==> config.mk <==
export PLATFORM = sky130hd
export DESIGN_NAME = i2c_register_transaction_sequencer_top
export DESIGN_NICKNAME = d
export VERILOG_FILES = /design/src/hdl/i2crts_pkg.sv /design/src/hdl/i2c_register_transaction_sequencer_top.sv /design/src/hdl/i2crts_step.sv
export SDC_FILE = /design/constraint.sdc
export NUM_CORES = 1
export LEC_CHECK = 0
export BUFFER_PORTS_ARGS = -buffer_cell sky130_fd_sc_hd__buf_2
export CORE_ASPECT_RATIO = 1.75
export CORE_MARGIN = 3
export CORE_UTILIZATION = 34
export DETAILED_ROUTE_END_ITERATION = 10
export SLEW_MARGIN = 40
export SYNTH_ARGS = -nofsm -noshare
export SYNTH_HDL_FRONTEND = slang
export SYNTH_SLANG_ARGS = --single-unit
==> constraint.sdc <==
create_clock -name i_clk -period 3.3 [get_ports i_clk]
set_input_delay 0.495 -clock i_clk [delete_from_list [all_inputs] [get_ports i_clk]]
set_output_delay 0.495 -clock i_clk [all_outputs]
set_load 0.05 [all_outputs]
==> src/hdl/i2crts_pkg.sv <==
`default_nettype none
// ----------------------------------------------------------------------------
// i2crts_pkg
// types, codes and status checks shared by the i2c register sequencer
// ----------------------------------------------------------------------------
package i2crts_pkg;

    localparam int REQ_W = 48;
    localparam int RES_W = 16;

    typedef enum logic [2:0] {
        OP_BEGIN_WRITE = 3'd0,
        OP_BEGIN_READ  = 3'd1,
        OP_BEGIN_PROBE = 3'd2,
        OP_WRITE_DATA  = 3'd3,
        OP_COMPLETION  = 3'd4
    } t_op;

    typedef enum logic [3:0] {
        PH_IDLE       = 4'd0,
        PH_START      = 4'd1,
        PH_ADDR       = 4'd2,
        PH_REG        = 4'd3,
        PH_WAIT_DATA  = 4'd4,
        PH_RESTART    = 4'd5,
        PH_DATA       = 4'd6,
        PH_PROBE_READ = 4'd7,
        PH_READ_ADDR  = 4'd8,
        PH_READING    = 4'd9
    } t_phase;

    typedef enum logic [1:0] {
        KIND_WRITE = 2'd0,
        KIND_READ  = 2'd1,
        KIND_PROBE = 2'd2
    } t_kind;

    typedef enum logic [2:0] {
        ACT_START   = 3'd0,
        ACT_ADDRESS = 3'd1,
        ACT_DATA    = 3'd2,
        ACT_READ    = 3'd3,
        ACT_STOP    = 3'd4,
        ACT_DONE    = 3'd5
    } t_action;

    typedef enum logic [1:0] {
        OUT_OK      = 2'd0,
        OUT_NOACK   = 2'd1,
        OUT_NODEV   = 2'd2,
        OUT_STARTER = 2'd3
    } t_outcome;

    localparam logic [7:0] STATUS_MASK    = 8'hF8;
    localparam logic [7:0] ST_START       = 8'h08;
    localparam logic [7:0] ST_RESTART     = 8'h10;
    localparam logic [7:0] ST_ADDR_W_ACK  = 8'h18;
    localparam logic [7:0] ST_ADDR_R_ACK  = 8'h40;
    localparam logic [7:0] ST_DATA_ACK    = 8'h28;
    localparam logic [7:0] RW_CLEAR       = 8'hFE;
    localparam logic [7:0] RW_SET         = 8'h01;

    typedef struct packed {
        t_phase     phase;
        t_kind      kind;
        logic [7:0] address;
        logic [7:0] reg_index;
        logic [7:0] remaining;
    } t_ctx;

    typedef struct packed {
        t_outcome   outcome;
        logic       is_done;
        logic       ack_after_read;
        logic [7:0] action_byte;
        t_action    action;
    } t_result;

    typedef struct packed {
        t_op        operation;
        logic [7:0] device_address;
        logic [7:0] register_start;
        logic [7:0] byte_count;
        logic [7:0] data_byte;
        logic [7:0] bus_status;
    } t_request;

    function automatic logic start_ok(input logic [7:0] st);
        logic [7:0] m;
        m = st & STATUS_MASK;
        return (m == ST_START) || (m == ST_RESTART);
    endfunction

    function automatic logic addr_ok(input logic [7:0] st);
        logic [7:0] m;
        m = st & STATUS_MASK;
        return (m == ST_ADDR_W_ACK) || (m == ST_ADDR_R_ACK);
    endfunction

    function automatic logic data_ok(input logic [7:0] st);
        return (st & STATUS_MASK) == ST_DATA_ACK;
    endfunction

    function automatic t_result mk_result(input t_action act, input logic [7:0] byte_val,
                                          input logic ack, input logic done,
                                          input t_outcome outc);
        t_result r;
        r.action         = act;
        r.action_byte    = byte_val;
        r.ack_after_read = ack;
        r.is_done        = done;
        r.outcome        = outc;
        return r;
    endfunction

endpackage
`default_nettype wire

==> src/hdl/i2c_register_transaction_sequencer_top.sv <==
`default_nettype none
// ----------------------------------------------------------------------------
// i2c_register_transaction_sequencer_top
// i2c master register write, read and probe sequencing above a byte engine
// ----------------------------------------------------------------------------
// Each accepted request is decided in the cycle it is accepted and its up to
// three results are loaded into a result bank, then handed out one per cycle
// on the master side while i_m_tready is high. A one-result request sustains
// one request per clock while the master does not stall; a request yielding
// more holds the output until all have left, and the next request is taken in
// the cycle the last of them leaves. A request with no result takes no output
// cycle but, like any other, is only taken while the result bank is empty or
// draining its last result. It has no config registers or reset clearing pass.
// ----------------------------------------------------------------------------
module i2c_register_transaction_sequencer_top (
    input  wire                              i_clk,
    input  wire                              i_rst_n,
    input  wire                              i_s_tvalid,
    output logic                             o_s_tready,
    // operation[2:0], device_address[10:3], register_start[18:11],
    // byte_count[26:19], data_byte[34:27], bus_status[42:35], zero[47:43]
    input  wire  [i2crts_pkg::REQ_W-1:0]     i_s_tdata,
    output logic                             o_m_tvalid,
    input  wire                              i_m_tready,
    // action[2:0], action_byte[10:3], ack_after_read[11], is_done[12],
    // outcome[14:13], zero[15]
    output logic [i2crts_pkg::RES_W-1:0]     o_m_tdata,
    output logic                             o_m_tlast
);
    import i2crts_pkg::*;

    t_ctx       r_ctx;
    t_ctx       n_ctx;
    t_request   s_req;
    t_result    s_res [3];
    logic [1:0] s_count;
    t_result    r_res [3];
    logic [1:0] r_cnt;
    logic [1:0] r_idx;
    logic       s_take;
    logic       s_drain;
    logic       s_accept;

    assign s_req = t_request'({i_s_tdata[2:0], i_s_tdata[10:3], i_s_tdata[18:11],
                               i_s_tdata[26:19], i_s_tdata[34:27], i_s_tdata[42:35]});

    i2crts_step u_step (
        .i_ctx   (r_ctx),
        .i_req   (s_req),
        .o_ctx   (n_ctx),
        .o_res   (s_res),
        .o_count (s_count)
    );

    assign o_m_tvalid = (r_cnt != 2'd0);
    assign s_take     = o_m_tvalid && i_m_tready;
    assign s_drain    = s_take && (r_idx == r_cnt - 2'd1);
    assign o_s_tready = (r_cnt == 2'd0) || s_drain;
    assign s_accept   = i_s_tvalid && o_s_tready;
    assign o_m_tdata  = {1'b0, r_res[r_idx]};
    assign o_m_tlast  = (r_idx == r_cnt - 2'd1);

    always_ff @(posedge i_clk) begin
        if (!i_rst_n) begin
            r_ctx <= '{phase: PH_IDLE, kind: KIND_WRITE, default: '0};
            r_cnt <= 2'd0;
            r_idx <= 2'd0;
        end else begin
            if (s_accept) begin
                r_ctx <= n_ctx;
            end
            if (s_accept && s_count != 2'd0) begin
                r_cnt <= s_count;
                r_idx <= 2'd0;
            end else if (s_drain) begin
                r_cnt <= 2'd0;
                r_idx <= 2'd0;
            end else if (s_take) begin
                r_idx <= r_idx + 2'd1;
            end
        end
    end

    always_ff @(posedge i_clk) begin
        if (s_accept && s_count != 2'd0) begin
            r_res <= s_res;
        end
    end

endmodule
`default_nettype wire

==> src/hdl/i2crts_step.sv <==
`default_nettype none
// ----------------------------------------------------------------------------
// i2crts_step
// decides one request: next transaction context and up to three results
// ----------------------------------------------------------------------------
module i2crts_step (
    input  wire  i2crts_pkg::t_ctx     i_ctx,
    input  wire  i2crts_pkg::t_request i_req,
    output i2crts_pkg::t_ctx           o_ctx,
    output i2crts_pkg::t_result        o_res [3],
    output logic [1:0]                 o_count
);
    import i2crts_pkg::*;

    always_comb begin
        t_ctx       c;
        t_result    r [3];
        logic [1:0] n;
        logic [7:0] st;
        logic [7:0] dec;

        c   = i_ctx;
        n   = 2'd0;
        st  = i_req.bus_status;
        dec = i_ctx.remaining - 8'd1;
        for (int k = 0; k < 3; k++) begin
            r[k] = mk_result(ACT_START, 8'd0, 1'b0, 1'b0, OUT_OK);
        end

        case (i_req.operation)
            OP_BEGIN_WRITE, OP_BEGIN_READ, OP_BEGIN_PROBE: begin
                c.kind      = t_kind'(i_req.operation[1:0]);
                c.address   = i_req.device_address;
                c.reg_index = i_req.register_start;
                c.remaining = i_req.byte_count;
                c.phase     = PH_START;
                r[0] = mk_result(ACT_START, 8'd0, 1'b0, 1'b0, OUT_OK);
                n    = 2'd1;
            end
            OP_WRITE_DATA: begin
                if (i_ctx.phase == PH_WAIT_DATA && i_ctx.remaining != 8'd0) begin
                    c.remaining = dec;
                    c.phase     = PH_DATA;
                    r[0] = mk_result(ACT_DATA, i_req.data_byte, 1'b0, 1'b0, OUT_OK);
                    n    = 2'd1;
                end
            end
            OP_COMPLETION: begin
                case (i_ctx.phase)
                    PH_START, PH_RESTART: begin
                        if (!start_ok(st)) begin
                            r[0] = mk_result(ACT_STOP, 8'd0, 1'b0, 1'b0, OUT_OK);
                            r[1] = mk_result(ACT_DONE, 8'd0, 1'b0, 1'b1, OUT_STARTER);
                            n    = 2'd2;
                            c.phase = PH_IDLE;
                        end else if (i_ctx.phase == PH_RESTART) begin
                            c.phase = PH_READ_ADDR;
                            r[0] = mk_result(ACT_ADDRESS, i_ctx.address | RW_SET,
                                             1'b0, 1'b0, OUT_OK);
                            n    = 2'd1;
                        end else begin
                            c.phase = PH_ADDR;
                            r[0] = mk_result(ACT_ADDRESS,
                                             (i_ctx.kind == KIND_PROBE) ? i_ctx.address
                                                 : (i_ctx.address & RW_CLEAR),
                                             1'b0, 1'b0, OUT_OK);
                            n    = 2'd1;
                        end
                    end
                    PH_ADDR, PH_READ_ADDR: begin
                        if (!addr_ok(st)) begin
                            r[0] = mk_result(ACT_STOP, 8'd0, 1'b0, 1'b0, OUT_OK);
                            r[1] = mk_result(ACT_DONE, 8'd0, 1'b0, 1'b1, OUT_NODEV);
                            n    = 2'd2;
                            c.phase = PH_IDLE;
                        end else if (i_ctx.phase == PH_READ_ADDR) begin
                            if (i_ctx.remaining == 8'd0) begin
                                r[0] = mk_result(ACT_STOP, 8'd0, 1'b0, 1'b0, OUT_OK);
                                r[1] = mk_result(ACT_DONE, 8'd0, 1'b0, 1'b1, OUT_OK);
                                n    = 2'd2;
                                c.phase = PH_IDLE;
                            end else begin
                                c.phase = PH_READING;
                                r[0] = mk_result(ACT_READ, 8'd0, i_ctx.remaining > 8'd1,
                                                 1'b0, OUT_OK);
                                n    = 2'd1;
                            end
                        end else if (i_ctx.kind == KIND_PROBE) begin
                            if (i_ctx.address[0]) begin
                                c.phase = PH_PROBE_READ;
                                r[0] = mk_result(ACT_READ, 8'd0, 1'b0, 1'b0, OUT_OK);
                                n    = 2'd1;
                            end else begin
                                r[0] = mk_result(ACT_STOP, 8'd0, 1'b0, 1'b0, OUT_OK);
                                r[1] = mk_result(ACT_DONE, 8'd0, 1'b0, 1'b1, OUT_OK);
                                n    = 2'd2;
                                c.phase = PH_IDLE;
                            end
                        end else begin
                            c.phase = PH_REG;
                            r[0] = mk_result(ACT_DATA, i_ctx.reg_index, 1'b0, 1'b0, OUT_OK);
                            n    = 2'd1;
                        end
                    end
                    PH_REG, PH_DATA: begin
                        if (!data_ok(st)) begin
                            r[0] = mk_result(ACT_STOP, 8'd0, 1'b0, 1'b0, OUT_OK);
                            r[1] = mk_result(ACT_DONE, 8'd0, 1'b0, 1'b1, OUT_NOACK);
                            n    = 2'd2;
                            c.phase = PH_IDLE;
                        end else if (i_ctx.phase == PH_REG && i_ctx.kind == KIND_READ) begin
                            c.phase = PH_RESTART;
                            r[0] = mk_result(ACT_START, 8'd0, 1'b0, 1'b0, OUT_OK);
                            n    = 2'd1;
                        end else if (i_ctx.remaining == 8'd0) begin
                            r[0] = mk_result(ACT_STOP, 8'd0, 1'b0, 1'b0, OUT_OK);
                            r[1] = mk_result(ACT_DONE, 8'd0, 1'b0, 1'b1, OUT_OK);
                            n    = 2'd2;
                            c.phase = PH_IDLE;
                        end else begin
                            c.phase = PH_WAIT_DATA;
                        end
                    end
                    PH_READING: begin
                        r[0] = mk_result(ACT_DONE, i_req.data_byte, 1'b0, 1'b0, OUT_OK);
                        c.remaining = dec;
                        if (dec == 8'd0) begin
                            r[1] = mk_result(ACT_STOP, 8'd0, 1'b0, 1'b0, OUT_OK);
                            r[2] = mk_result(ACT_DONE, 8'd0, 1'b0, 1'b1, OUT_OK);
                            n    = 2'd3;
                            c.phase = PH_IDLE;
                        end else begin
                            r[1] = mk_result(ACT_READ, 8'd0, dec > 8'd1, 1'b0, OUT_OK);
                            n    = 2'd2;
                        end
                    end
                    PH_PROBE_READ: begin
                        r[0] = mk_result(ACT_STOP, 8'd0, 1'b0, 1'b0, OUT_OK);
                        r[1] = mk_result(ACT_DONE, 8'd0, 1'b0, 1'b1, OUT_OK);
                        n    = 2'd2;
                        c.phase = PH_IDLE;
                    end
                    default: begin
                        n = 2'd0;
                    end
                endcase
            end
            default: begin
                n = 2'd0;
            end
        endcase

        o_ctx   = c;
        o_res   = r;
        o_count = n;
    end

endmodule
`default_nettype wire

==> flow_metrics.env <==
export IMPL_grt_usage_pct=15.3
export IMPL_tightest_slew_ps=575
export IMPL_place_hpwl_mm=6.10
export IMPL_async_flop_share_pct=0
export IMPL_synthFlopType="dfxtp_1"
export IMPL_cts_setup_buffers=0
export IMPL_grt_pass1_wl_mm=13.0
export IMPL_cts_htree_levels=2
export IMPL_p_leak_uw=0.00151
export IMPL_syn2layout_area_growth_pct=17.2
export IMPL_die_y_um=135
export IMPL_synth_seq_cells=54
export IMPL_setup_worst_path_class="reg2reg"
export IMPL_status="finished clean"
export IMPL_cts_sinks=54
export IMPL_io_buffers=61
export IMPL_root_buffer="clkbuf_16"
export IMPL_viasPerCell=5.33
export IMPL_hold_path_class="in2reg"
export IMPL_synth_nets=412
export IMPL_cts_tree="yes"
export IMPL_required_ps=3280
export IMPL_grt_ovfl_total=0
export IMPL_synthesis_area_um2=3220
export IMPL_num_rows=46
export IMPL_finalCoreUtilization_pct=41.3
export IMPL_synth_area_leader_cell="dfxtp_1"
export IMPL_peakVddDrop_v=0.000276
export IMPL_pwr_share_comb_pct=20.2
export IMPL_cpMaxStageDelayCell="nor4b_2"
export IMPL_path_cells="inv_1 -> ha_1 -> nor2_1 -> a31oi_1 -> nor4b_2 -> o21ai_1 -> o22a_1 -> nand2b_1 -> buf_4"
export IMPL_p_int_uw=1180
export IMPL_synth_edf_count=20
export IMPL_postRouteAntennaNets=0
export IMPL_start_util_pct=35.2
export IMPL_cts_repair_resized=0
export IMPL_antenna_found_initial=0
export IMPL_path_clk_slew_ps=70
export IMPL_yosysMostFrequentCell="nor2_1"
export IMPL_first_pass_iters=4
export IMPL_fin_setup_tns_ps=0
export IMPL_syn_inst=354
export IMPL_coreArea_um2=9150
export IMPL_ys_top_cells_by_count="40 x nor2_1, 34 x dfxtp_1, 29 x nand2_1, 23 x mux2i_1, 20 x edfxtp_1"
export IMPL_clockBufferDepth=2
export IMPL_crit_path_end_kind="flip-flop"
export IMPL_fin_skew_ps=4.46
export IMPL_hold_violations=0
export IMPL_globalplace_congestion=0.956
export IMPL_start_kind="flip-flop"
export IMPL_rsz0062_at_grt="false"
export IMPL_cp_arrival_ps=2680
export IMPL_nets=466
export IMPL_routed_wl_mm=7.96
export IMPL_drt_iter0_markers=175
export IMPL_worstSkewPairLatency_ps=290
export IMPL_ctsHoldBuffers=0
export IMPL_power_uw=1660
export IMPL_final_layout_size_suffix_gt1_share_pct=22.7
export IMPL_grt_max_degree=31
export IMPL_p_switching_uw=483
export IMPL_drc=0
export IMPL_power_frac_seq_pct=45.6
export IMPL_fin_crit_sh_pct=81.9
export IMPL_routedWlPerCell_um=15.0
export IMPL_cts_buffers=5
export IMPL_num_io_pins=71
export IMPL_die_area_um2=10700
export IMPL_clockPowerShare_pct=34.2
export IMPL_die_w_um=79.6
export IMPL_setup_viol=0
export IMPL_yosys_warnings=0
export IMPL_max_freq_ghz=0.370
export IMPL_avgSynthCellArea_um2=9.10
export IMPL_slew_headroom_pct=61.5
export IMPL_grt_pass1_vias=2756
export IMPL_powerDensity_nw_per_um2=440
export IMPL_period_minus_slack_ps=2700
export IMPL_maxSlewViolCount=0
export IMPL_ys_seq_area_share_pct=39.8
export IMPL_max_stage_delay_ps=450
export IMPL_cap_violations=0
export IMPL_yosysTopAreaCellShare_pct=21.1
export IMPL_sw_frac_of_total_pct=29.1
export IMPL_diodes=0
export IMPL_worstPathMaxFanout=20
export IMPL_yosys_top_cells_area="dfxtp_1 21%, edfxtp_1 19%, mux2i_1 7.1%, nor2_1 4.7%, nand2_1 3.4%"
export IMPL_num_vias=2817
export IMPL_synth_cell_type_count=70
## cell usage in the layout, fill, tap and decap left out, types with 9 or more instances in the layout
cell	Yosys	final
edfxtp_1	20	20
nand2_1	29	29
a21oi_1	18	18
inv_1	10	9
buf_2	7	61
dfxtp_1	34	34
nor2_1	40	40
and2_1	10	10
o21ai_0	19	19
mux2i_1	23	23
nor3_1	9	9
## through the flow
| step | instances | area [µm²] | worst slack, ps | hold WS (ps) |
|---|---|---|---|---|
| after floorplan | 354 | 3220 | 778 | 464 |
| after global placement | 521 | 3610 | 574 | 477 |
| after detailed placement | 521 | 3610 | 499 | 486 |
| after CTS | 529 | 3780 | 568 | 429 |
| after global routing | 529 | 3780 | 318 | 442 |
| final | 529 | 3780 | 597 | 432 |
## power groups by stage
stage          registers, µW  logic, µW  clock network [µW]
3_3_place_gp             769        330                   0
4_1_cts                  756        336                 585
5_1_grt                  761        369                 612
6_report                 756        336                 568
2_1_floorplan            756        257                   0
3_5_place_dp             771        335                   0
## area by class of cell
class                   count  area [µm²]
multi-input cells         271        1810
fillers                   929        5380
inverters                  11        41.3
clock inverters             1        8.76
flip-flops and latches     54        1280
well taps                 120         150
repair buffers             65         335
clock buffers               7         154
## final timing paths
kind                          startpoint                endpoint  slack, ps  cells after the start
setup / recovery   r_ctx[0]$_SDFFE_PN0P_     r_res[32]$_DFFE_PP_        600                      9
hold / removal             i_s_tdata[10]  r_ctx[23]$_SDFFE_PN0P_        430                      3
setup reg to reg   r_ctx[0]$_SDFFE_PN0P_     r_res[32]$_DFFE_PP_        600                      9
hold reg to reg   r_ctx[14]$_SDFFE_PN0P_  r_ctx[14]$_SDFFE_PN0P_        500                      2
## worst max-delay path: cells and delay by family, from the launching register on
family	cells	cell delay [ps]
DFF	1	440
and+or+nand+nor	3	640
buffers and inverters	2	420
AOI/OAI and AO/OA	3	550
adders and majority gates	1	320
## flip-flops by register name (all words and copies together), names as in the netlist
signal and count:
r_cnt 2, r_res 20, r_idx 2, r_ctx 30
## kinds of logic (layout without fill, tap and decap cells)
group | count (synthesis) | count (layout) | synth area share [%]
AOI/OAI and AO/OA | 92 | 92 | 19.9
xor gates and xnor gates | 8 | 8 | 2.18
and+or+nand+nor | 141 | 141 | 24.2
DFF | 54 | 54 | 39.8
buffers and inverters | 29 | 84 | 4.35
muxes | 23 | 23 | 7.15
adders and majority gates | 6 | 6 | 2.33
other | 1 | 1 | 0.116
## layer usage
metal,global-route usage [%],vias to the layer above,wire length (µm)
met3,2.40,21,401
met2,26.4,86,4070
met1,17.5,1295,3180
met4,8.51,0,307
li1,-,1415,-
met5,0,-,0
Power figures use the tool's default switching activity.
